## config.mk

```make
export PLATFORM = sky130hd
export DESIGN_NAME = mfd_mul
export DESIGN_NICKNAME = d
export VERILOG_FILES = /design/src/design/mfd_pkg.sv /design/src/design/mfd_mul.sv
export SDC_FILE = /design/constraint.sdc
export NUM_CORES = 2
export LEC_CHECK = 0
export ABC_AREA = 1
export BUFFER_PORTS_ARGS = -buffer_cell sky130_fd_sc_hd__buf_2
export CORE_UTILIZATION = 40
export CTS_CLUSTER_DIAMETER = 40
export DETAILED_ROUTE_END_ITERATION = 10
export PLACE_DENSITY = 0.64
export SLEW_MARGIN = 5
export SYNTH_ARGS = -nofsm -noshare
export SYNTH_HDL_FRONTEND = slang
export SYNTH_SLANG_ARGS = --single-unit
```

## constraint.sdc

```tcl
create_clock -name clk -period 6 [get_ports clk]
set_input_delay 0.6 -clock clk [delete_from_list [all_inputs] [get_ports clk]]
set_output_delay 0.6 -clock clk [all_outputs]
set_load 0.005 [all_outputs]
```

## src/design/mfd_pkg.sv

```systemverilog
// shared constants, types and sine table builder for the modulated fractional delay
`default_nettype none

package mfd_pkg;

  localparam int BUFFER_DEPTH_DEF     = 4096;
  localparam int NUM_CHANNELS_DEF     = 2;
  localparam int SINE_TABLE_DEPTH_DEF = 1024;
  localparam int SAMPLE_BITS_DEF      = 24;

  localparam int BASE_W     = 20;
  localparam int DEPTH_W    = 18;
  localparam int STEP_W     = 31;
  localparam int RATIO_W    = 16;
  localparam int CFG_DATA_W = 31;
  localparam int PHASE_W    = 32;
  localparam int SINE_W     = 16;

  localparam logic [RATIO_W-1:0] RATIO_RESET = 16'd16384;
  localparam int RATIO_SHIFT = 14;
  localparam int EFF_W       = BASE_W + RATIO_W - RATIO_SHIFT;
  localparam int LFO_SHIFT   = 15;
  localparam int TSUM_W      = 40;
  localparam int FRAC_W      = 8;

  localparam int MUL_A_W = 33;
  localparam int MUL_B_W = 19;
  localparam int PROD_W  = MUL_A_W + MUL_B_W;

  typedef enum logic [1:0] {
    REG_BASE_DELAY,
    REG_LFO_DEPTH,
    REG_PHASE_STEP,
    REG_STEREO_RATIO
  } cfg_reg_t;

  // pi in Q2.30
  localparam logic [63:0] PI_Q30 = 64'd3373259426;

  localparam longint unsigned TAYLOR_DIV [1:10] =
    '{64'd6, 64'd20, 64'd42, 64'd72, 64'd110, 64'd156, 64'd210, 64'd272, 64'd342, 64'd420};

  // sin(x) for x in Q2.30, result in Q.15 clamped to 0..32768
  function automatic logic [SINE_W-1:0] quarter_sine_val(input logic [63:0] x);
    logic [63:0] t;
    longint      sum;
    t   = x;
    sum = longint'(x);
    for (int n = 1; n <= 10; n++) begin
      t = (t * x) >> 30;
      t = (t * x) >> 30;
      t = t / TAYLOR_DIV[n];
      if ((n % 2) == 1) begin
        sum = sum - longint'(t);
      end else begin
        sum = sum + longint'(t);
      end
    end
    if (sum < 0) begin
      sum = 0;
    end
    sum = (sum + 16384) >>> 15;
    if (sum > 32768) begin
      sum = 32768;
    end
    return SINE_W'(sum);
  endfunction

endpackage

`default_nettype wire

```

## src/design/mfd_mul.sv

```systemverilog
// shared signed multiplier with registered product
`default_nettype none

module mfd_mul (
  input  logic                                  clk,
  input  logic signed [mfd_pkg::MUL_A_W-1:0]    a,
  input  logic signed [mfd_pkg::MUL_B_W-1:0]    b,
  output logic signed [mfd_pkg::PROD_W-1:0]     prod
);
  import mfd_pkg::*;

  always_ff @(posedge clk) begin
    prod <= PROD_W'(a) * PROD_W'(b);
  end

endmodule

`default_nettype wire

```

==> results.cfg <==
[die]
die_area_mm2 = 0.06274
die_h_um = 250.5
design.core.area_mm2 = 0.06070
io_pins = 105
row_count = 90
initial_utilization_pct = 40.69
die_width_um = 250.5

[critical_path]
critPathLaunchType = input port
crit_type = in -> reg
required_ns = 6.21
cp.arrival_ns = 6.02
cp-end-kind = flop
critPathMaxFanout = 5

[detailed_routing]
first_pass_iters = 7
wl_mm = 65.87
wire_per_inst_um = 15.24
ant_nets = 0
drc_errors = 0
vias_per_cell = 4.577
drt_iter0_drc = 1082
vias = 19782

[finish]
reg.largest.list = prod (52)
largest_reg_flops = 52
fillers = 5903
antenna_cells = 0
fin_cells = 4322
nets = 4340
largest_register = prod
multi_input_area_mm2 = 0.01972
area_delta_synth_final_pct = 18.17
fin_util_pct = 48.08
drive_gt1_share_pct = 16.86
seq_area_mm2 = 0.001041

[clocking]
cts_tree = done
hold_buffers = 0
htreeDepth = 2
clock_path_buffers = 2
path_clk_slew_ns = 0.08
root_buffer = clkbuf_16
cts_made_buffers = 5
cts_num_sinks = 52

[logic_synthesis]
ys_top_cells_by_count = inv_1, nand2_1, fa_1, ha_1, clkbuf_1
syn_area_mm2 = 0.02470
ys_ff_latch = 52
synth_top_area_share_pct = 49.20
post_synth_inst_count = 3238
synth.most_common_cell = inv_1
synth_edf_count = 0
synth.largest_area_cell = fa_1
synth_area_leaders = fa_1, inv_1, nand2_1
syn_nets = 4039
syn_avg_cell_area_um2 = 7.627
yosys_warnings = 0
async_flop_share_pct = 0
synthFlopType = dfxtp_1
synth_cell_types = 31
synth_seq_area_share_pct = 4.215

[placement]
io_buffers = 104
gp_congestion = 0.9525
dp_cells = 4306
dp_hpwl_mm = 58.70
dp_slack_ns = -0.2989

[timing]
slew_headroom_pct = 71.24
period_share_pct = 96.91
setup_viol = 0
hold_violations = 0
finalMaxSlewViolations = 0
rsz0062_at_grt = true
period_needed_ns = 5.814
fin_ws_ns = 0.1856
max_freq_mhz = 172.0
tightest_slew_ns = 0.4314

[run]
cap_violations = 0

[worst_hold_path]
hold_path.class = in -> reg

[global_route]
grt_pass1_wl_mm = 107.6
antenna_found_initial = 0
gr-usage-all-layers_pct = 21.49
grt_max_degree = 24
grt_overflow = 0
grt_pass1_vias = 20940

[status]
outcome = completed
[worst paths after layout]
kind	startpoint	to	slack (ns)	depth (start not counted)
min	a[0]	prod[0]$_DFF_P_	0.77	4
max	b[4]	prod[49]$_DFF_P_	0.19	23
[logic make-up after synthesis]
family                   Yosys count  synth area share [%]
AND/OR/NAND/NOR                 1166                 19.06
XOR/XNOR                          30                 1.064
AO/OA/AOI/OAI                     63                 1.393
flip-flops                        52                 4.215
buffers and inverters           1179                 17.92
adder cells (fa/ha/maj)          748                 56.35
[placed cells by master (no fill, tap or decap), types with 7 or more instances in the layout]
cell type	instances
ha_1	113
o21ai_0	13
a21oi_2	7
or2_2	7
xor2_1	18
buf_2	93
nand2_2	32
inv_1	1023
nor2_2	30
a21oi_1	38
ha_4	25
buf_6	9
dfxtp_1	52
nand4_1	15
nor2_1	84
clkbuf_16	8
nand3_1	43
inv_2	10
fa_2	12
buf_4	304
xnor2_1	12
fa_1	595
buf_12	21
nand2_1	929
[cell type report]
class	instances	area share, %
multi-input cells	2007	67.56
inverters	1038	13.38
repair buffers	435	11.61
flip-flops and latches	52	3.567
well taps	782	3.352
clock buffers	5	0.4287
clock inverters	3	0.09432
[repair_timing]
item / in CTS / in global routing
endpoints found under the setup margin: 0 / 37
gates resized for setup: 0 / 117
buffers inserted: 0 / 5
[critical path, cell delays in order]
cell and delay, ns:
buf_6 0.13, buf_12 0.15, buf_4 0.14, nand2_1 0.05, inv_1 0.06, fa_1 0.52
inv_1 0.05, fa_1 0.46, fa_1 0.54, inv_1 0.05, fa_1 0.57, fa_1 0.45
fa_1 0.50, ha_1 0.30, ha_1 0.34, nand2_1 0.12, nor2_2 0.14, nand3_1 0.13
o211ai_2 0.30, buf_4 0.16, nand2_1 0.08, nand4_1 0.10, nand2_1 0.05
[through the flow]
step / hold WS, ns / TNS [ns] / instance area (µm²)
floorplan: 0.8596 / -0.03795 / 24780
detailed placement: 0.9742 / -7.103 / 28430
global placement: 0.9742 / -5.459 / 28430
CTS: 0.7571 / 0 / 28580
finish: 0.7707 / 0 / 29190
global route: 0.7921 / -0.04075 / 29190
[metal layers]
layer	wire length, µm	vias to the layer above	GRT usage [%]	part of all wire (%)
li1	-	9479	-	-
met4	1654	0	4.926	2.5
met5	0	-	0	0
met1	27280	9728	27.50	41
met2	33990	478	39.44	52
met3	2949	97	1.476	4.5
Power is left out: the tool's default activity adds up to more than one toggle a clock period on the data nets, which glitch-free logic cannot reach.
